## config.mk

```make
export PLATFORM = sky130hd
export DESIGN_NAME = twr_responder_sequencer_unit
export DESIGN_NICKNAME = d
export VERILOG_FILES = /design/src/rtl/twr_rsp_pkg.sv /design/src/rtl/twr_rsp_cfg.sv /design/src/rtl/twr_rsp_core.sv /design/src/rtl/twr_responder_sequencer_unit.sv
export SDC_FILE = /design/constraint.sdc
export NUM_CORES = 1
export LEC_CHECK = 0
export BUFFER_PORTS_ARGS = -buffer_cell sky130_fd_sc_hd__buf_2
export CAP_MARGIN = 30
export CORE_MARGIN = 3
export CORE_UTILIZATION = 61
export DETAILED_ROUTE_END_ITERATION = 12
export GPL_TIMING_DRIVEN = 1
export HOLD_SLACK_MARGIN = 0.03
export PLACE_DENSITY = 0.85
export SETUP_SLACK_MARGIN = 0.1
export SLEW_MARGIN = 20
export SYNTH_ARGS = -nofsm -noshare
export SYNTH_HDL_FRONTEND = slang
export SYNTH_SLANG_ARGS = --single-unit
```

## constraint.sdc

```tcl
create_clock -name clk -period 12.85 [get_ports clk]
set_input_delay 0.6425 -clock clk [delete_from_list [all_inputs] [get_ports clk]]
set_output_delay 0.6425 -clock clk [all_outputs]
set_load 0.005 [all_outputs]
```

## src/rtl/twr_rsp_pkg.sv

```systemverilog
package twr_rsp_pkg;

	localparam int unsigned FIELD_STAMP_W = 40;
	localparam int unsigned GRID_BITS     = 9;

	localparam logic [1:0] REQ_FRAME   = 2'd0;
	localparam logic [1:0] REQ_TICK    = 2'd1;
	localparam logic [1:0] REQ_REFUSED = 2'd2;

	localparam logic [2:0] ACT_NONE     = 3'd0;
	localparam logic [2:0] ACT_RESPONSE = 3'd1;
	localparam logic [2:0] ACT_RESULT   = 3'd2;
	localparam logic [2:0] ACT_TIMEOUT  = 3'd3;
	localparam logic [2:0] ACT_BAD      = 3'd4;
	localparam logic [2:0] ACT_REARM    = 3'd5;
	localparam logic [2:0] ACT_REFUSED  = 3'd6;

	localparam logic [7:0] MAGIC_FIRST  = 8'h55;
	localparam logic [7:0] MAGIC_SECOND = 8'hAA;
	localparam logic [7:0] FRAME_POLL   = 8'h01;
	localparam logic [7:0] FRAME_RESULT = 8'h04;

	localparam logic [9:0]  MIN_HDR_LEN    = 10'd4;
	localparam logic [9:0]  MIN_RESULT_LEN = 10'd8;
	localparam logic [15:0] MS_CNT_MAX     = 16'hFFFF;

	localparam logic [1:0] CFG_TX_ANT_DELAY  = 2'd0;
	localparam logic [1:0] CFG_REPLY_DELAY   = 2'd1;
	localparam logic [1:0] CFG_RESULT_TMO    = 2'd2;
	localparam logic [1:0] CFG_REARM_PERIOD  = 2'd3;

	localparam logic [15:0] RST_TX_ANT_DELAY = 16'd16385;
	localparam logic [31:0] RST_REPLY_DELAY  = 32'd2555920000;
	localparam logic [15:0] RST_RESULT_TMO   = 16'd120;
	localparam logic [15:0] RST_REARM_PERIOD = 16'd1000;

	typedef struct packed {
		logic [15:0] tx_antenna_delay;
		logic [31:0] reply_delay_ticks;
		logic [15:0] result_timeout_ms;
		logic [15:0] rearm_period_ms;
	} cfg_t;

	typedef struct packed {
		logic [1:0]               req_type;
		logic                     read_ok;
		logic [7:0]               magic_first;
		logic [7:0]               magic_second;
		logic [7:0]               msg_type;
		logic [7:0]               seq_num;
		logic [9:0]               frame_len;
		logic [FIELD_STAMP_W-1:0] rx_time;
		logic signed [31:0]       payload_word;
	} item_t;

	typedef struct packed {
		logic [2:0]               action;
		logic                     rearm_rx;
		logic [7:0]               resp_seq;
		logic [FIELD_STAMP_W-1:0] target_tx_time;
		logic [FIELD_STAMP_W-1:0] reply_delay;
		logic signed [31:0]       distance_mm;
	} result_t;

endpackage

```

## src/rtl/twr_rsp_cfg.sv

```systemverilog
module twr_rsp_cfg (
	input  logic               clk,
	input  logic               arst_n,
	input  logic               cfg_wen,
	input  logic [1:0]         cfg_idx,
	input  logic [31:0]        cfg_wdata,
	output twr_rsp_pkg::cfg_t  cfg
);

	twr_rsp_pkg::cfg_t cfg_q;

	always_ff @(posedge clk or negedge arst_n) begin
		if (!arst_n) begin
			cfg_q.tx_antenna_delay  <= twr_rsp_pkg::RST_TX_ANT_DELAY;
			cfg_q.reply_delay_ticks <= twr_rsp_pkg::RST_REPLY_DELAY;
			cfg_q.result_timeout_ms <= twr_rsp_pkg::RST_RESULT_TMO;
			cfg_q.rearm_period_ms   <= twr_rsp_pkg::RST_REARM_PERIOD;
		end else if (cfg_wen) begin
			case (cfg_idx)
				twr_rsp_pkg::CFG_TX_ANT_DELAY: cfg_q.tx_antenna_delay  <= cfg_wdata[15:0];
				twr_rsp_pkg::CFG_REPLY_DELAY:  cfg_q.reply_delay_ticks <= cfg_wdata;
				twr_rsp_pkg::CFG_RESULT_TMO:   cfg_q.result_timeout_ms <= cfg_wdata[15:0];
				twr_rsp_pkg::CFG_REARM_PERIOD: cfg_q.rearm_period_ms   <= cfg_wdata[15:0];
				default: begin
				end
			endcase
		end
	end

	assign cfg = cfg_q;

endmodule

```

## src/rtl/twr_rsp_core.sv

```systemverilog
module twr_rsp_core #(
	parameter int unsigned STAMP_BITS = 40
) (
	input  logic                  clk,
	input  logic                  arst_n,
	input  logic                  step,
	input  twr_rsp_pkg::item_t    item,
	input  twr_rsp_pkg::cfg_t     cfg,
	output twr_rsp_pkg::result_t  res
);

	logic        waiting_q;
	logic [7:0]  held_seq_q;
	logic [15:0] wait_ms_q;
	logic [15:0] rearm_ms_q;

	logic        waiting_d;
	logic [7:0]  held_seq_d;
	logic [15:0] wait_ms_d;
	logic [15:0] rearm_ms_d;

	logic [STAMP_BITS-1:0] poll_time;
	logic [STAMP_BITS-1:0] reply_ticks;
	logic [STAMP_BITS-1:0] target;
	logic [STAMP_BITS-1:0] rdelay;
	logic [twr_rsp_pkg::GRID_BITS-1:0] grid_low;

	logic        good_hdr;
	logic [15:0] wait_inc;
	logic [15:0] rearm_inc;

	assign poll_time   = STAMP_BITS'(64'(item.rx_time));
	assign reply_ticks = STAMP_BITS'(cfg.reply_delay_ticks);
	assign target      = poll_time + reply_ticks;
	assign grid_low    = target[twr_rsp_pkg::GRID_BITS-1:0]
	                   - cfg.tx_antenna_delay[twr_rsp_pkg::GRID_BITS-1:0];
	assign rdelay      = reply_ticks - STAMP_BITS'(grid_low);

	assign good_hdr = item.read_ok && (item.frame_len >= twr_rsp_pkg::MIN_HDR_LEN)
	               && (item.magic_first == twr_rsp_pkg::MAGIC_FIRST)
	               && (item.magic_second == twr_rsp_pkg::MAGIC_SECOND);

	assign wait_inc  = (wait_ms_q == twr_rsp_pkg::MS_CNT_MAX) ? wait_ms_q : wait_ms_q + 16'd1;
	assign rearm_inc = (rearm_ms_q == twr_rsp_pkg::MS_CNT_MAX) ? rearm_ms_q : rearm_ms_q + 16'd1;

	always_comb begin
		waiting_d  = waiting_q;
		held_seq_d = held_seq_q;
		wait_ms_d  = wait_ms_q;
		rearm_ms_d = rearm_ms_q;
		res        = '0;
		case (item.req_type)
			twr_rsp_pkg::REQ_FRAME: begin
				if (!good_hdr) begin
					res.action   = twr_rsp_pkg::ACT_BAD;
					res.rearm_rx = 1'b1;
				end else if (item.msg_type == twr_rsp_pkg::FRAME_POLL) begin
					held_seq_d         = item.seq_num;
					waiting_d          = 1'b1;
					wait_ms_d          = '0;
					res.action         = twr_rsp_pkg::ACT_RESPONSE;
					res.rearm_rx       = 1'b1;
					res.resp_seq       = item.seq_num;
					res.target_tx_time = twr_rsp_pkg::FIELD_STAMP_W'(64'(target));
					res.reply_delay    = twr_rsp_pkg::FIELD_STAMP_W'(64'(rdelay));
				end else if (waiting_q && (item.msg_type == twr_rsp_pkg::FRAME_RESULT)
				             && (item.seq_num == held_seq_q)
				             && (item.frame_len >= twr_rsp_pkg::MIN_RESULT_LEN)) begin
					waiting_d       = 1'b0;
					res.action      = twr_rsp_pkg::ACT_RESULT;
					res.rearm_rx    = 1'b1;
					res.distance_mm = item.payload_word;
				end
			end
			twr_rsp_pkg::REQ_TICK: begin
				rearm_ms_d = rearm_inc;
				if (waiting_q) begin
					wait_ms_d = wait_inc;
					if (wait_inc > cfg.result_timeout_ms) begin
						waiting_d    = 1'b0;
						res.action   = twr_rsp_pkg::ACT_TIMEOUT;
						res.rearm_rx = 1'b1;
					end
				end
				if (!waiting_d && (rearm_inc > cfg.rearm_period_ms)) begin
					rearm_ms_d   = '0;
					res.rearm_rx = 1'b1;
					if (res.action == twr_rsp_pkg::ACT_NONE) begin
						res.action = twr_rsp_pkg::ACT_REARM;
					end
				end
			end
			twr_rsp_pkg::REQ_REFUSED: begin
				waiting_d    = 1'b0;
				res.action   = twr_rsp_pkg::ACT_REFUSED;
				res.rearm_rx = 1'b1;
			end
			default: begin
			end
		endcase
	end

	always_ff @(posedge clk or negedge arst_n) begin
		if (!arst_n) begin
			waiting_q  <= 1'b0;
			held_seq_q <= '0;
			wait_ms_q  <= '0;
			rearm_ms_q <= '0;
		end else if (step) begin
			waiting_q  <= waiting_d;
			held_seq_q <= held_seq_d;
			wait_ms_q  <= wait_ms_d;
			rearm_ms_q <= rearm_ms_d;
		end
	end

endmodule

```

## src/rtl/twr_responder_sequencer_unit.sv

```systemverilog
// Channel   Dir  Handshake            Payload
// s_*       in   s_tvalid / s_tready  s_tuser event kind, s_tdata frame fields
// m_*       out  m_tvalid / m_tready  m_tuser action, m_tdata response fields
// cfg_*     in   cfg_wen              cfg_idx register index, cfg_wdata value
//
// One transaction per cycle sustained while m_tready is high; accepted input passes both registers to result valid.
// An input register feeds the event logic, whose result lands in the output register.
// arst_n clears valids, exchange state and loads register defaults; no clearing pass.
// A stalled output holds; the input register still takes one transaction behind it.
module twr_responder_sequencer_unit #(
	parameter int unsigned STAMP_BITS = 40
) (
	input  logic         clk,
	input  logic         arst_n,
	input  logic         s_tvalid,
	output logic         s_tready,
	// read_ok, magic_first, magic_second, msg_type, seq_num, frame_len, rx_time, payload_word
	input  logic [119:0] s_tdata,
	// req_type
	input  logic [1:0]   s_tuser,
	output logic         m_tvalid,
	input  logic         m_tready,
	// rearm_rx, resp_seq, target_tx_time, reply_delay, distance_mm
	output logic [127:0] m_tdata,
	// action
	output logic [2:0]   m_tuser,
	input  logic         cfg_wen,
	input  logic [1:0]   cfg_idx,
	input  logic [31:0]  cfg_wdata
);

	twr_rsp_pkg::item_t   item_in;
	twr_rsp_pkg::item_t   item_s1;
	twr_rsp_pkg::result_t res_comb;
	twr_rsp_pkg::result_t res_s2;
	twr_rsp_pkg::cfg_t    cfg;

	logic valid_s1;
	logic valid_s2;
	logic adv_s2;
	logic step;

	always_comb begin
		item_in.req_type     = s_tuser;
		item_in.read_ok      = s_tdata[0];
		item_in.magic_first  = s_tdata[8:1];
		item_in.magic_second = s_tdata[16:9];
		item_in.msg_type     = s_tdata[24:17];
		item_in.seq_num      = s_tdata[32:25];
		item_in.frame_len    = s_tdata[42:33];
		item_in.rx_time      = s_tdata[82:43];
		item_in.payload_word = s_tdata[114:83];
	end

	assign adv_s2   = !valid_s2 || m_tready;
	assign s_tready = !valid_s1 || adv_s2;
	assign step     = valid_s1 && adv_s2;

	always_ff @(posedge clk or negedge arst_n) begin
		if (!arst_n) begin
			valid_s1 <= 1'b0;
			valid_s2 <= 1'b0;
		end else begin
			if (s_tready) begin
				valid_s1 <= s_tvalid;
			end
			if (adv_s2) begin
				valid_s2 <= valid_s1;
			end
		end
	end

	always_ff @(posedge clk) begin
		if (s_tvalid && s_tready) begin
			item_s1 <= item_in;
		end
		if (step) begin
			res_s2 <= res_comb;
		end
	end

	twr_rsp_cfg u_cfg (
		.clk       (clk),
		.arst_n    (arst_n),
		.cfg_wen   (cfg_wen),
		.cfg_idx   (cfg_idx),
		.cfg_wdata (cfg_wdata),
		.cfg       (cfg)
	);

	twr_rsp_core #(
		.STAMP_BITS (STAMP_BITS)
	) u_core (
		.clk    (clk),
		.arst_n (arst_n),
		.step   (step),
		.item   (item_s1),
		.cfg    (cfg),
		.res    (res_comb)
	);

	assign m_tvalid = valid_s2;
	assign m_tuser  = res_s2.action;
	assign m_tdata  = {7'd0, res_s2.distance_mm, res_s2.reply_delay, res_s2.target_tx_time,
	                   res_s2.resp_seq, res_s2.rearm_rx};

endmodule

```

## After elaboration in Yosys (flattened, before gate mapping)

Index checks and enable logic that the tools add are counted.

- $add $sub $neg: 5
- Magnitude comparators: 4
- Eq/ne operators: 16
- Mux-type cells: 23
- Bitwise logic cells: 3
- Reductions and logical operators: 29

Operator list:

| operator | count |
|---|---|
| 16-bit two-way mux | 6 |
| 40-bit by 32-bit adder with 40-bit output | 1 |
| 32-bit by 9-bit subtractor with 33-bit output | 1 |
| 16-bit by 1-bit adder with 16-bit output, second input constant | 2 |
| 16-bit == test, second input constant | 2 |
| 16-bit greater-than comparator | 2 |
| 16-bit one-hot mux with 2 select lines | 1 |
| 4-bit two-way mux | 5 |
| 4-bit one-hot mux with 3 select lines | 1 |
| 10-bit by 3-bit greater-or-equal comparator with 1-bit output, second input constant | 1 |
| 10-bit by 4-bit greater-or-equal comparator with 1-bit output, second input constant | 1 |
| 2-bit AND reduction | 5 |
| 1-bit logical AND | 9 |
| 3-bit two-way mux | 3 |
| 9-bit subtractor | 1 |
| 8-bit by 1-bit == test with 1-bit output, second input constant | 1 |
| 8-bit by 3-bit == test with 1-bit output, second input constant | 1 |
| 8-bit by 7-bit == test with 1-bit output, second input constant | 1 |
| 8-bit == test | 1 |
| 8-bit == test, second input constant | 1 |
| 4-bit AND reduction | 2 |
| 2-bit == test, second input constant | 3 |
| 1-bit two-way mux | 6 |
| 2-bit by 1-bit != test with 1-bit output, second input constant | 3 |
| 13 further kinds | 20 |

- Register bits: 357
- Output and inout bits: 133

## Depth between registers and ports, before layout

Gate-level depths: netlist of run 1.

- Depth in word-level cells: 10
- Depth in mapped cells: 23
- Depth with buffers taken out: 22

## Cells and area by module

From an unflattened synthesis of run 1, not the netlist that was laid out.

- Cells, all modules: 1436
- Area, all modules: 17717.0 um2

By module, submodules not included:

| module | times used | cells an instance | area an instance (um2) |
|---|---|---|---|
| twr_responder_sequencer_unit | 1 | 257 | 7397.1 |
| twr_rsp_core | 1 | 1009 | 7268.2 |
| twr_rsp_cfg | 1 | 170 | 3051.7 |

## Least setup slack after synthesis of run 1

Ideal clock, no wire load.

- Path type: register to register
- From: register u_cfg.cfg_q (netlist bit u_cfg.cfg[32])
- To: register res_s2 (netlist bit m_tdata[75]), data pin
- Library setup time: 0.147 ns
- Arrival: 4.545 ns
- Path slack: 8.158 ns
- Cell stages (with the launch flop): 20
- Path buffers: 0
- Period minus slack after synthesis: 4.692 ns
- Cells stage by stage: dfrtp_1 -> ha_1 -> inv_1 -> fa_1 -> xnor2_1 -> ha_1 -> nor2b_1 -> o21ai_0 -> a21oi_1 -> o21ai_0 -> nand2b_1 -> a21o_1 -> a21oi_1 -> xnor2_1 -> ha_1 -> or4_1 -> a2111oi_2 -> nor2_1 -> or4_2 -> a21oi_1

- Cells in the longest elaborated chain, start to end: 3

RTL lines:

| what | line | source |
|---|---|---|
| from (decl) | twr_rsp_cfg.sv:10 | `twr_rsp_pkg::cfg_t cfg_q;` |
| 40-bit by 32-bit adder with 40-bit output | twr_rsp_core.sv:34 | `assign target = poll_time + reply_ticks;` |
| named net u_core.target[2] | twr_rsp_core.sv:24 | `logic [STAMP_BITS-1:0] target;` |
| 9-bit subtractor | twr_rsp_core.sv:36 | `- cfg.tx_antenna_delay[twr_rsp_pkg::GRID_BITS-1:0];` |
| 32-bit by 9-bit subtractor with 33-bit output | twr_rsp_core.sv:37 | `assign rdelay = reply_ticks - STAMP_BITS'(grid_low);` |
| to (signal assigned) | twr_responder_sequencer_unit.sv:78 | `res_s2 <= res_comb;` |
| to (decl) | twr_responder_sequencer_unit.sv:35 | `twr_rsp_pkg::result_t res_s2;` |

The timed path passes the listed nets, and every way through them passes these cells.
A chain may end at the register's enable or synchronous reset.

## Final worst setup path of run 1

Same ends and word-level chain as after synthesis.

==> results of run 1 <==
## state kept, by name, indices dropped and copies added, names as in the netlist
| signal | cells |
|---|---|
| u_cfg.cfg | 73 |
| u_core.waiting_q | 1 |
| u_core.wait_ms_q | 16 |
| u_core.rearm_ms_q | 16 |
| valid_s1 | 1 |
| item_s1 | 115 |
| m_tdata | 114 |
| m_tvalid | 1 |
| m_tuser | 3 |
| u_core.held_seq_q | 8 |
## final timing paths
path                                             end  slack (ps)
min reg2reg                u_cfg.cfg[30]$_DFFE_PN0P_         500
max reg2reg                m_tdata[75]$_SDFFCE_PN0P_        7410
min                        u_cfg.cfg[32]$_DFFE_PN0P_         150
max                        m_tdata[75]$_SDFFCE_PN0P_        7410
max in group asynchronous  u_cfg.cfg[44]$_DFFE_PN1P_       11620
min in group clk               item_s1[60]$_DFFE_PP_         290
## area by class of cell
class	count	area, µm²
Sequential cell	348	9898
Fill cell	1820	7211
Multi-Input combinational cell	928	6633
Timing Repair Buffer	290	1498
Clock buffer	54	1062
Tap cell	372	465.4
Inverter	76	287.8
Clock inverter	13	118.9
Antenna cell	1	2.502
## metrics by stage
stage	area (µm²)	hold WS (ps)	power, W	cells	utilization, %
after floorplan	17060	346.9	0.002005	1401	-
after CTS	19930	164.0	0.003264	2079	73.34
after global placement	18750	488.2	0.002194	2012	68.99
after detailed placement	18750	494.9	0.002224	2012	68.99
final	19970	150.5	0.003260	2082	73.47
after global routing	19970	184.1	0.003433	2082	73.47
## per-layer routing
metal	wire (µm)	share of wire [%]
met1	16370	41
met2	19220	48
met3	3455	8.6
met4	1109	2.8
met5	34	0.085
## power by group through the flow
stage	clock [W]	sequential, W	combinational (W)
2_1_floorplan	0	0.00138	0.000621
3_3_place_gp	0	0.00139	0.000802
3_5_place_dp	0	0.00140	0.000827
4_1_cts	0.00105	0.00138	0.000838
5_1_grt	0.00110	0.00139	0.000942
6_report	0.00104	0.00138	0.000846
## cell families after synthesis
group | count (synthesis) | share of synthesized area (%)
XOR/XNOR | 84 | 4.319
AO/OA/AOI/OAI | 265 | 9.960
buffers and inverters | 125 | 3.114
flip-flops | 348 | 58.11
adder cells (fa/ha/maj) | 91 | 6.816
AND/OR/NAND/NOR | 404 | 12.59
other | 1 | 0.02201
multiplexers | 77 | 5.075
## layout by cell type (no fill, tap or decap), types with 5 or more instances in the layout
master	netlist	final
a31oi_1	12	12
nand3b_1	7	7
nor2_1	93	93
nand2_1	61	61
xor2_1	27	27
clkinv_1	1	6
edfxtp_1	232	232
nor3_1	24	24
a21oi_1	72	72
o21ai_0	64	64
nand3_1	30	30
ha_1	88	88
mux2_2	75	75
o21a_1	14	14
or3_1	15	15
clkbuf_1	30	13
dfstp_2	23	23
a22o_1	15	15
o21bai_1	5	5
o31ai_1	14	14
a21o_1	30	30
nor2b_1	15	15
or2_2	8	8
dfrtp_1	93	93
clkbuf_16	0	39
inv_1	75	74
nand2b_1	15	15
xnor2_1	57	57
and3_1	24	23
nand4_1	19	19
conb_1	1	7
a211o_1	5	5
and2_1	55	54
buf_4	14	10
nor4_1	10	10
buf_2	0	278
==> results by group, run 1 <==
Clock tree
  – Clock-pin slew on the worst setup and hold paths: roughly 60 ps
  – CTS sink count: 348
  – Root buffer cell: clkbuf_16
  – Clock Path Buffers: 3
  – # Post-CTS Setup Buffers: 0
  – Total CTS buffers: 37
  – CTS tree: done
  – H-tree depth reported by CTS: 2
  – CTS-repair resized insts: 0
  – Hold-fix buffers at CTS: 0
  – Clock Latency Late Sink: 520 ps

Power
  – Clk pwr share: a little under a third
  – Maximum vdd drop: between 100 and 150 µV
  – Pwr Density: 163.3 nW/µm²
  – Internal power: between 0.002 and 0.0025 W
  – Power share of the combinational group: 26.0%
  – Reg power frac: 42.3%
  – P_leak: 8.650 nW
  – Switching pwr: between 0.0009 and 0.001 W
  – Sw frac: about 30%

Worst setup path
  – R2R depth: 20
  – Worst Path Max Fanout: 18
  – CP Capture Type: register
  – Worst path slowest cell: or4_1
  – Worst path arrival time: a little under 6000 ps
  – CP Data Required Time: approximately 13000 ps
  – Biggest cell delay along the critical path: roughly 700 ps
  – CP Class: register to register
  – CP Launch Type: register
  – Worst r2r src: u_cfg.cfg[32]$_DFFE_PN0P_
  – Stages on worst setup path: 20
  – Critical path's top delay family: simple AND/OR/NAND/NOR gates
  – Crit path buf inv count: 2
  – Worst setup startpoint: u_cfg.cfg[32]$_DFFE_PN0P_
  – Critical-path cell list: ha_1 -> inv_1 -> fa_1 -> xnor2_1 -> ha_1 -> nor2b_1 -> o21ai_0 -> a21oi_1 -> o21ai_0 -> nand2b_1 -> a21o_1 -> a21oi_1 -> xnor2_1 -> ha_1 -> or4_1 -> a2111oi_2 -> nor2_1 -> buf_4 -> or4_2 -> a21oi_1

Finish
  – P&R area growth vs syn: 17.20%
  – Share of cells above drive strength 1: approximately 27%
  – Post-layout nets: approximately 1900

Global routing
  – Initial antenna violation count: 3
  – GRT Total Usage: between 20% and 30%
  – Met3 GRT Util: approximately 6%
  – Met2 Use GR: 43.42%
  – Pin count of the biggest net entering global routing: 75
  – Most used routing layer: met2
  – Met1 global-route usage: 35.05%
  – First-pass GRT wire length: 63640 µm
  – Congestion Overflow GR: 0
  – Vias in the first global route: roughly 12000

Yosys
  – Yosys Warn Count: 0
  – Synth top area share: 40.90%
  – Yosys cell types: 73
  – Cell taking the most area after synthesis: edfxtp_1
  – Synth cell count leaders: edfxtp_1, dfrtp_1, nor2_1
  – Mean Syn Cell Area: 12.21 µm²
  – Sequential area share after synthesis: between 50% and 60%
  – Main synth FF type: edfxtp_1
  – Ranking of synthesized cells by area: edfxtp_1, dfrtp_1, ha_1
  – Mapped Area: ~17000 µm²
  – Flops & latches, synth: 348
  – Asr flop ratio synth: between 30% and 40%
  – Most common cell in the netlist: edfxtp_1
  – Number of synthesized flops with an enable pin: approximately 230
  – Post-Synthesis Cells: approximately 1400

Route
  – Drt total wl: roughly 40000 µm
  – WL per Instance: slightly below 20 µm
  – DRC viols: 0
  – Antenna-violating nets left: 0
  – DR vias/cell: just under 6
  – Via count: ~12000
  – Initial DRC Count: 987
  – Initial DRT Pass Iterations: 5

STA
  – Pins Over Slew Limit: 0
  – Hold Vio Cnt, Final: 0
  – Clk_skew: around 14 ps
  – Fmax: ~180 MHz
  – Setup WS post-layout: approximately 7400 ps
  – Setup TNS: 0 ps
  – Worst slew margin: between 30% and 40%
  – Slew @ Worst Pin: between 900 and 1000 ps
  – Minimum clock period: about 5400 ps
  – Final Cycle Share: ~42%
  – Final setup fails: 0
  – RSZ-0062 raised after global routing: no

Floorplanning
  – Initial Util: between 60 and 70%
  – Cell Rows: 60
  – Total die area: approximately 30000 µm²
  – Chip Width: around 170 µm
  – IO Count: approximately 290
  – Die Ht: between 150 and 200 µm
  – Core area: approximately 27000 µm²

Flow run
  – Number of max-cap violations: 0

Placed design
  – DP HPWL: just under 30000 µm
  – Dpl ws: 7497 ps
  – # port buffers: 279
  – Placer Congestion: between 0.9 and 1

Worst hold path
  – Hold crit path type: input pin to async pin

Status
  – Status: finished, final reports clean
Note: power is estimated with default switching activity, not from simulation.
==> inputs of run 2 (changes only) <==
ABC_AREA = 1   (was unset)
CORE_UTILIZATION = 58   (was 61)
PLACE_DENSITY = 0.8   (was 0.85)
clock period = 5.3 ns   (was 12.85 ns; I/O delays follow)
==> run 2 against run 1 <==
Final area rose by 15%. Largest power group unchanged. Count of clock-buffer cells in the layout stayed put. Critical path type unchanged. Synthesized cell count grew 58%.
==> results by group, run 2 <==
Floorplanning
  – Initial Util: 58.94% (was 62.68%)
  – IO Count: 294 (unchanged)
  – Core area: 31640 µm² (was 27180 µm²)
  – Die Ht: 185.3 µm (was 173.1 µm)
  – Total die area: 34330 µm² (was 29970 µm²)
  – Cell Rows: 65 (was 60)
  – Chip Width: 185.3 µm (was 173.1 µm)

Global routing
  – First-pass GRT wire length: 82930 µm (was 63640 µm)
  – Congestion Overflow GR: 0 (unchanged)
  – Most used routing layer: met2 (unchanged)
  – Vias in the first global route: 16220 (was 11947)
  – Pin count of the biggest net entering global routing: 76 (was 75)
  – Met1 global-route usage: 36.82% (was 35.05%)
  – Initial antenna violation count: 1 (was 3)
  – Met2 Use GR: 56.52% (was 43.42%)
  – Met3 GRT Util: 4.085% (was 5.973%)
  – GRT Total Usage: 30.81% (was 26.37%)

Route
  – DR vias/cell: 5.411 (was 5.794)
  – Antenna-violating nets left: 0 (unchanged)
  – Drt total wl: 54110 µm (was 40190 µm)
  – DRC viols: 0 (unchanged)
  – Initial DRT Pass Iterations: 5 (unchanged)
  – Via count: 16568 (was 12063)
  – Initial DRC Count: 1291 (was 987)
  – WL per Instance: 17.67 µm (was 19.31 µm)

Finish
  – Most common cell after layout, fill and taps aside: nand2_1 (was buf_2)
  – Design Area, Final: 23030 µm² (was 19970 µm²)
  – Util after Layout: 72.81% (was 73.47%)
  – Most frequent cells in the layout: nand2_1, inv_1, nor2_1 (was buf_2, edfxtp_1, nor2_1, dfrtp_1, ha_1)
  – Post-layout nets: 2879 (was 1933)
  – Fill cells: 2231 (was 1820)
  – P&R area growth vs syn: 23.53% (was 17.20%)
  – Max FFs per register: 115 (unchanged)
  – Most flops, register: item_s1 (unchanged)
  – Share of cells above drive strength 1: 14.97% (was 27.15%)

Worst setup path
  – CP Data Required Time: 5600 ps (was 13210 ps)
  – CP Class: register to register (unchanged)
  – Critical-path cell list: ha_1 -> inv_1 -> fa_1 -> o21ai_0 -> xor2_1 -> ha_1 -> nand2_1 -> o21ai_0 -> nor2_1 -> xor2_1 -> ha_1 -> nand2_1 -> inv_1 -> nand3_1 -> o21ai_1 -> nand2_1 -> nand2_1 -> nor2_1 -> nor2_1 -> nor2_1 (was ha_1 -> inv_1 -> fa_1 -> xnor2_1 -> ha_1 -> nor2b_1 -> o21ai_0 -> a21oi_1 -> o21ai_0 -> nand2b_1 -> a21o_1 -> a21oi_1 -> xnor2_1 -> ha_1 -> or4_1 -> a2111oi_2 -> nor2_1 -> buf_4 -> or4_2 -> a21oi_1)
  – Internal reg-to-reg setup slack: 600 ps (was 7410 ps)
  – CP Launch Type: register (unchanged)
  – Worst Path Max Fanout: 10 (was 18)
  – Worst r2r src: u_cfg.cfg[32]$_DFFE_PN0P_ (unchanged)
  – CP Capture Type: register (unchanged)
  – Worst path arrival time: 5000 ps (was 5790 ps)
  – R2R Path End: m_tdata[68]$_SDFFCE_PN0P_ (was m_tdata[75]$_SDFFCE_PN0P_)
  – R2R depth: 20 (unchanged)
  – Biggest cell delay along the critical path: 550 ps (was 700 ps)
  – Worst path slowest cell: o21ai_0 (was or4_1)

Yosys
  – Main synth FF type: edfxtp_1 (unchanged)
  – Asr flop ratio synth: 33.33% (unchanged)
  – Synth cell count leaders: nand2_1, inv_1, nor2_1 (was edfxtp_1, dfrtp_1, nor2_1)
  – Yosys cell types: 44 (was 73)
  – Ranking of synthesized cells by area: edfxtp_1, dfrtp_1, nand2_1 (was edfxtp_1, dfrtp_1, ha_1)
  – Sequential area share after synthesis: 53.09% (was 58.11%)
  – Number of synthesized flops with an enable pin: 232 (unchanged)
  – Synth top area share: 37.36% (was 40.90%)
  – Post-synthesis compound-gate area fraction: 7.221% (was 9.960%)
  – Multiplexer area fraction after synthesis: 0.06039% (was 5.075%)
  – Largest family of logic cells by synthesized area: simple AND/OR/NAND/NOR gates (unchanged)
  – Flops & latches, synth: 348 (unchanged)
  – Post-Synthesis Cells: 2203 (was 1395)
  – Adder-Cell Fraction of Synth Area: 6.227% (was 6.816%)
  – Yosys Warn Count: 0 (unchanged)
  – Cell taking the most area after synthesis: edfxtp_1 (unchanged)
  – Mapped Area: 18650 µm² (was 17040 µm²)
  – Synth Area in XOR/XNOR: 1.597% (was 4.319%)
  – Most common cell in the netlist: nand2_1 (was edfxtp_1)
  – Mean Syn Cell Area: 8.464 µm² (was 12.21 µm²)
  – Synth Area in Simple Gates: 22.87% (was 12.59%)

STA
  – Worst slew margin: 40.29% (was 38.12%)
  – Hold Vio Cnt, Final: 0 (unchanged)
  – Fmax: 212.7 MHz (was 183.9 MHz)
  – Clk_skew: 24.09 ps (was 14.47 ps)
  – Final Cycle Share: 88.72% (was 42.31%)
  – Final setup fails: 0 (unchanged)
  – RSZ-0062 raised after global routing: no (unchanged)
  – Setup TNS: 0 ps (unchanged)
  – Slew @ Worst Pin: 893.5 ps (was 928.2 ps)
  – Pins Over Slew Limit: 0 (unchanged)
  – Minimum clock period: 4702 ps (was 5437 ps)

Placed design
  – Post-DP Area: 20390 µm² (was 18750 µm²)
  – DP HPWL: 36360 µm (was 29300 µm)
  – Placer Congestion: 0.9750 (was 0.9176)
  – # port buffers: 279 (unchanged)

Power
  – Clk pwr share: 30.4% (was 31.8%)
  – Internal power: 0.005717 W (was 0.002294 W)
  – Sw frac: 34.78% (was 29.62%)
  – Reg power frac: 40.2% (was 42.3%)
  – P_leak: 11.31 nW (was 8.650 nW)
  – Switching pwr: 0.003049 W (was 0.0009655 W)
  – Maximum vdd drop: 331.2 µV (was 117.1 µV)
  – Power share of the combinational group: 29.5% (was 26.0%)
  – Pwr Density: 380.6 nW/µm² (was 163.3 nW/µm²)

Clock tree
  – Hold-fix buffers at CTS: 131 (was 0)
  – CTS sink count: 348 (unchanged)
  – Total CTS buffers: 39 (was 37)
  – CTS tree: done (unchanged)
  – Clock-pin slew on the worst setup and hold paths: 60 ps (about the same)
  – Root buffer cell: clkbuf_16 (unchanged)
  – CTS-repair resized insts: 0 (unchanged)
  – H-tree depth reported by CTS: 2 (unchanged)
  – Clock Path Buffers: 3 (unchanged)
  – # Post-CTS Setup Buffers: 0 (unchanged)
  – Clock Latency Late Sink: 550 ps (was 520 ps)

Worst hold path
  – Worst Hold Launch: cfg_wdata[10]
  – Hold crit path type: input pin to register (was input pin to async pin)
  – Worst hold stages: 3
  – Hold Path End: u_cfg.cfg[42]$_DFFE_PN1P_

Flow run
  – Number of max-cap violations: 0 (unchanged)

Status
  – Status: finished, final reports clean (unchanged)
## run 2: changes by cell type after synthesis, sizes merged, moves of 28 or more
cell	change
nand2	+525
a21oi	+40
xnor2	-52
a21o	-28
inv	+300
nor2	+199
o21ai	+60
mux2	-74
nand3	+61
and2	-54
## run 2: layout make-up
cell class	instances	area, µm²	share of cell area [%]
tap	402	503.0	2.184
clock inverter	18	170.2	0.7388
timing repair buffer	421	2829	12.28
clock buffer	54	1094	4.748
antenna	2	5.005	0.02173
inverter	377	1420	6.165
multi-input combinational	1440	7114	30.89
sequential	348	9898	42.97
## run 2: power groups by stage
stage          logic [W]  registers (W)  clock network (W)
2_1_floorplan    0.00172        0.00351                  0
3_3_place_gp     0.00234        0.00354                  0
3_5_place_dp     0.00244        0.00356                  0
4_1_cts          0.00254        0.00351            0.00266
5_1_grt          0.00292        0.00355            0.00279
6_report         0.00258        0.00352            0.00266
## run 2: routing by layer
layer | wire length, µm | part of all wire (%) | vias up
met3 | 3503 | 6.5 | 130
met2 | 28370 | 52 | 711
li1 | - | - | 7905
met1 | 20150 | 37 | 7820
met5 | 11 | 0.020 | -
met4 | 2075 | 3.8 | 2
## run 2: cells by family after synthesis
kind of cell	count (synthesis)
other	1
xor gates and xnor gates	34
and+or+nand+nor	1048
AOI/OAI and AO/OA	259
muxes	1
buffers and inverters	421
DFF	348
adders and majority gates	91
## run 2: worst max-delay path by stage
stage,from,to,slack (ps)
global placement,u_cfg.cfg[32]$_DFFE_PN0P_,m_tdata[76]$_SDFFCE_PN0P_,910
floorplan,u_cfg.cfg[32]$_DFFE_PN0P_,m_tdata[74]$_SDFFCE_PN0P_,1570
finish,u_cfg.cfg[32]$_DFFE_PN0P_,m_tdata[68]$_SDFFCE_PN0P_,600
detailed placement,u_cfg.cfg[32]$_DFFE_PN0P_,m_tdata[68]$_SDFFCE_PN0P_,760
CTS,u_cfg.cfg[32]$_DFFE_PN0P_,m_tdata[68]$_SDFFCE_PN0P_,730
global route,u_cfg.cfg[32]$_DFFE_PN0P_,m_tdata[68]$_SDFFCE_PN0P_,150
## run 2: critical path, delay by kind of cell (launching register included)
kind	cells	cell delay, ps
buffers and inverters	2	160
AND/OR/NAND/NOR	9	1100
XOR/XNOR	2	400
adder cells (fa/ha/maj)	4	1400
AO/OA/AOI/OAI	3	1010
flip-flops	1	380
## run 2: metrics by stage
step	hold WS, ps	worst slack [ps]	std cells	total power (W)
2_1_floorplan	-30.59	1573	2209	0.005234
3_3_place_gp	331.9	905.9	2854	0.005882
3_5_place_dp	344.4	762.6	2854	0.005992
4_1_cts	31.63	726.6	3057	0.008702
5_1_grt	47.68	145.7	3060	0.009266
6_report	44.90	597.7	3062	0.008766
==> inputs of run 3 (changes only) <==
==> constraint.sdc (replaced) <==
create_clock -name clk -period 5.3 [get_ports clk]
set_input_delay 1.06 -clock clk [delete_from_list [all_inputs] [get_ports clk]]
set_output_delay 1.06 -clock clk [all_outputs]
set_load 0.005 [all_outputs]
==> run 3 against run 2 <==
Count of clock-buffer cells in the layout increased by 1. Non-clock buffer count down 129. Final cell count is 4.1% lower. Power fell by 2.0%. Die area is the same. Register-to-register slack better by 70 ps. Highest routed layer unchanged. Global-route usage is 2.9 points lower. Fmax is 1.4% higher. Largest cell class unchanged. First-iteration DRC count shrank 19%.
==> results by group, run 3 (same netlist as run 2, synthesis figures left out) <==
Route
  – Drt total wl: 48830 µm (was 54110 µm)
  – Initial DRC Count: 1042 (was 1291)
  – Antenna-violating nets left: 0 (unchanged)
  – WL per Instance: 16.62 µm (was 17.67 µm)
  – Via count: 15679 (was 16568)
  – DRC viols: 0 (unchanged)
  – DR vias/cell: 5.338 (was 5.411)
  – Initial DRT Pass Iterations: 6 (was 5)

Finish
  – Max FFs per register: 115 (unchanged)
  – Most frequent cells in the layout: nand2_1, inv_1, nor2_1 (unchanged)
  – Most flops, register: item_s1 (unchanged)
  – P&R area growth vs syn: 16.53% (was 23.53%)
  – Most common cell after layout, fill and taps aside: nand2_1 (unchanged)
  – Util after Layout: 68.68% (was 72.81%)
  – Design Area, Final: 21730 µm² (was 23030 µm²)
  – Post-layout nets: 2750 (was 2879)
  – Share of cells above drive strength 1: 15.74% (was 14.97%)

Power
  – Pwr Density: 395.4 nW/µm² (was 380.6 nW/µm²)
  – P_leak: 10.77 nW (was 11.31 nW)
  – Maximum vdd drop: 304.5 µV (was 331.2 µV)

STA
  – Worst slew margin: 37.34% (was 40.29%)
  – Final setup fails: 0 (unchanged)
  – Clk_skew: 13.14 ps (was 24.09 ps)
  – Fmax: 215.7 MHz (was 212.7 MHz)
  – Hold Vio Cnt, Final: 0 (unchanged)
  – Setup TNS: 0 ps (unchanged)
  – Minimum clock period: 4636 ps (was 4702 ps)
  – Slew @ Worst Pin: 939.9 ps (was 893.5 ps)
  – Pins Over Slew Limit: 0 (unchanged)
  – Final Cycle Share: 87.47% (was 88.72%)
  – RSZ-0062 raised after global routing: no (unchanged)

Clock tree
  – H-tree depth reported by CTS: 2 (unchanged)
  – Total CTS buffers: 39 (unchanged)
  – Clock Path Buffers: 3 (unchanged)
  – Clock Latency Late Sink: 550 ps (about the same)
  – CTS-repair resized insts: 0 (unchanged)
  – Clock-pin slew on the worst setup and hold paths: 60 ps (about the same)
  – Root buffer cell: clkbuf_16 (unchanged)
  – CTS sink count: 348 (unchanged)
  – CTS tree: done (unchanged)
  – Hold-fix buffers at CTS: 0 (was 131)
  – # Post-CTS Setup Buffers: 0 (unchanged)

Global routing
  – Initial antenna violation count: 6 (was 1)
  – GRT Total Usage: 27.92% (was 30.81%)
  – Congestion Overflow GR: 0 (unchanged)
  – First-pass GRT wire length: 75700 µm (was 82930 µm)
  – Pin count of the biggest net entering global routing: 74 (was 76)
  – Vias in the first global route: 15196 (was 16220)

Worst setup path
  – Worst path arrival time: 4940 ps (was 5000 ps)
  – R2R Path End: m_tdata[76]$_SDFFCE_PN0P_ (was m_tdata[68]$_SDFFCE_PN0P_)
  – CP Class: register to register (unchanged)
  – Stages on worst setup path: 24 (was 20)
  – Critical-path cell list: ha_1 -> inv_1 -> fa_1 -> inv_1 -> nand2_1 -> inv_1 -> nor2_1 -> ha_1 -> nand2_1 -> o21ai_0 -> a21oi_1 -> nor2_1 -> nor2_1 -> xor2_1 -> ha_1 -> nand2_1 -> inv_1 -> nand3_1 -> o21ai_1 -> nand2_1 -> nand2_1 -> nor2_1 -> nor2_1 -> nor2_1 (was ha_1 -> inv_1 -> fa_1 -> o21ai_0 -> xor2_1 -> ha_1 -> nand2_1 -> o21ai_0 -> nor2_1 -> xor2_1 -> ha_1 -> nand2_1 -> inv_1 -> nand3_1 -> o21ai_1 -> nand2_1 -> nand2_1 -> nor2_1 -> nor2_1 -> nor2_1)
  – Worst Path Max Fanout: 10 (unchanged)
  – CP Capture Type: register (unchanged)
  – Worst r2r src: u_cfg.cfg[32]$_DFFE_PN0P_ (unchanged)
  – Biggest cell delay along the critical path: 410 ps (was 550 ps)
  – Critical path's top delay family: adder cells (unchanged)
  – Worst setup endpoint: m_tdata[76]$_SDFFCE_PN0P_ (was m_tdata[68]$_SDFFCE_PN0P_)
  – Worst setup startpoint: u_cfg.cfg[32]$_DFFE_PN0P_ (unchanged)
  – Internal reg-to-reg setup slack: 660 ps (was 600 ps)
  – CP Data Required Time: 5600 ps (about the same)
  – R2R depth: 24 (was 20)
  – CP Launch Type: register (unchanged)
  – Crit path buf inv count: 4 (was 2)
  – Worst path slowest cell: fa_1 (was o21ai_0)
  – Cell mode on critical path: nor2_1

Floorplanning
  – Initial Util: 58.94% (unchanged)
  – Cell Rows: 65 (unchanged)
  – Core area: 31640 µm² (unchanged)
  – Total die area: 34330 µm² (unchanged)
  – Die Ht: 185.3 µm (unchanged)
  – IO Count: 294 (unchanged)
  – Chip Width: 185.3 µm (unchanged)

Placed design
  – DP HPWL: 36590 µm (was 36360 µm)
  – Post-DP Area: 20410 µm² (was 20390 µm²)
  – Placer Congestion: 0.9409 (was 0.9750)
  – # port buffers: 279 (unchanged)

Worst hold path
  – Hold crit path type: input pin to async pin (was input pin to register)

Flow run
  – Number of max-cap violations: 0 (unchanged)

Status
  – Status: finished, final reports clean (unchanged)
-- run 3: cell types whose count changed in the layout (fill, tap and decap cells not counted) --
| cell | change |
|---|---|
| buf_4 | +2 |
| clkbuf_1 | +1 |
| clkbuf_16 | -1 |
| clkbuf_8 | +1 |
| clkinv_1 | +1 |
| clkinv_4 | +1 |
| clkinvlp_4 | -2 |
| diode_2 | +4 |
| dlygate4sd3_1 | -131 |
| inv_6 | -1 |
-- run 3: how the worst min path moves through the flow --
stage / startpoint / to / slack [ps] / cells after the start
floorplan: item_s1[86]$_DFFE_PP_ / u_core.held_seq_q[4]$_DFFE_PN0P_ / 450 / 2
global placement: item_s1[86]$_DFFE_PP_ / u_core.held_seq_q[4]$_DFFE_PN0P_ / 460 / 2
detailed placement: item_s1[86]$_DFFE_PP_ / u_core.held_seq_q[4]$_DFFE_PN0P_ / 470 / 2
CTS: u_cfg.cfg[25]$_DFFE_PN0P_ / u_cfg.cfg[25]$_DFFE_PN0P_ / 490 / 2
global route: arst_n / u_core.waiting_q$_DFFE_PN0P_ / 420 / 1
finish: arst_n / m_tvalid$_DFFE_PN0P_ / 410 / 1
-- run 3: final cells by class --
type,count,area (µm²)
fillers,2530,9908
diodes,6,15.01
repair buffers,292,1533
multi-input cells,1440,7114
clock buffers,55,1086
inverters,377,1420
clock inverters,17,158.9
well taps,402,503.0
flip-flops and latches,348,9898
-- run 3: per-layer routing --
metal,routed length [µm],GRT usage (%),up-vias
li1,-,-,7651
met1,19260,34.51,7328
met2,24280,48.92,547
met3,3020,4.242,151
met4,2250,11.94,2
met5,19,0,-
-- run 3: where the power goes --
| group | switching (W) | internal [W] | leakage, nW |
|---|---|---|---|
| logic | 0.00160 | 0.000851 | 6.48 |
| registers | 0.000236 | 0.00328 | 3.69 |
| clock network | 0.00112 | 0.00150 | 0.604 |
| total | 0.00296 | 0.00563 | 10.8 |
-- run 3: metrics by stage --
step	setup WS (ps)	hold WS, ps	instances	total power (W)
final	664.1	414.5	2937	0.008592
after global routing	320.0	417.3	2936	0.009104
after CTS	740.1	492.7	2928	0.008597
after detailed placement	771.7	465.4	2856	0.005973
after global placement	881.0	461.5	2856	0.005880
after floorplan	1274	451.0	2209	0.005234
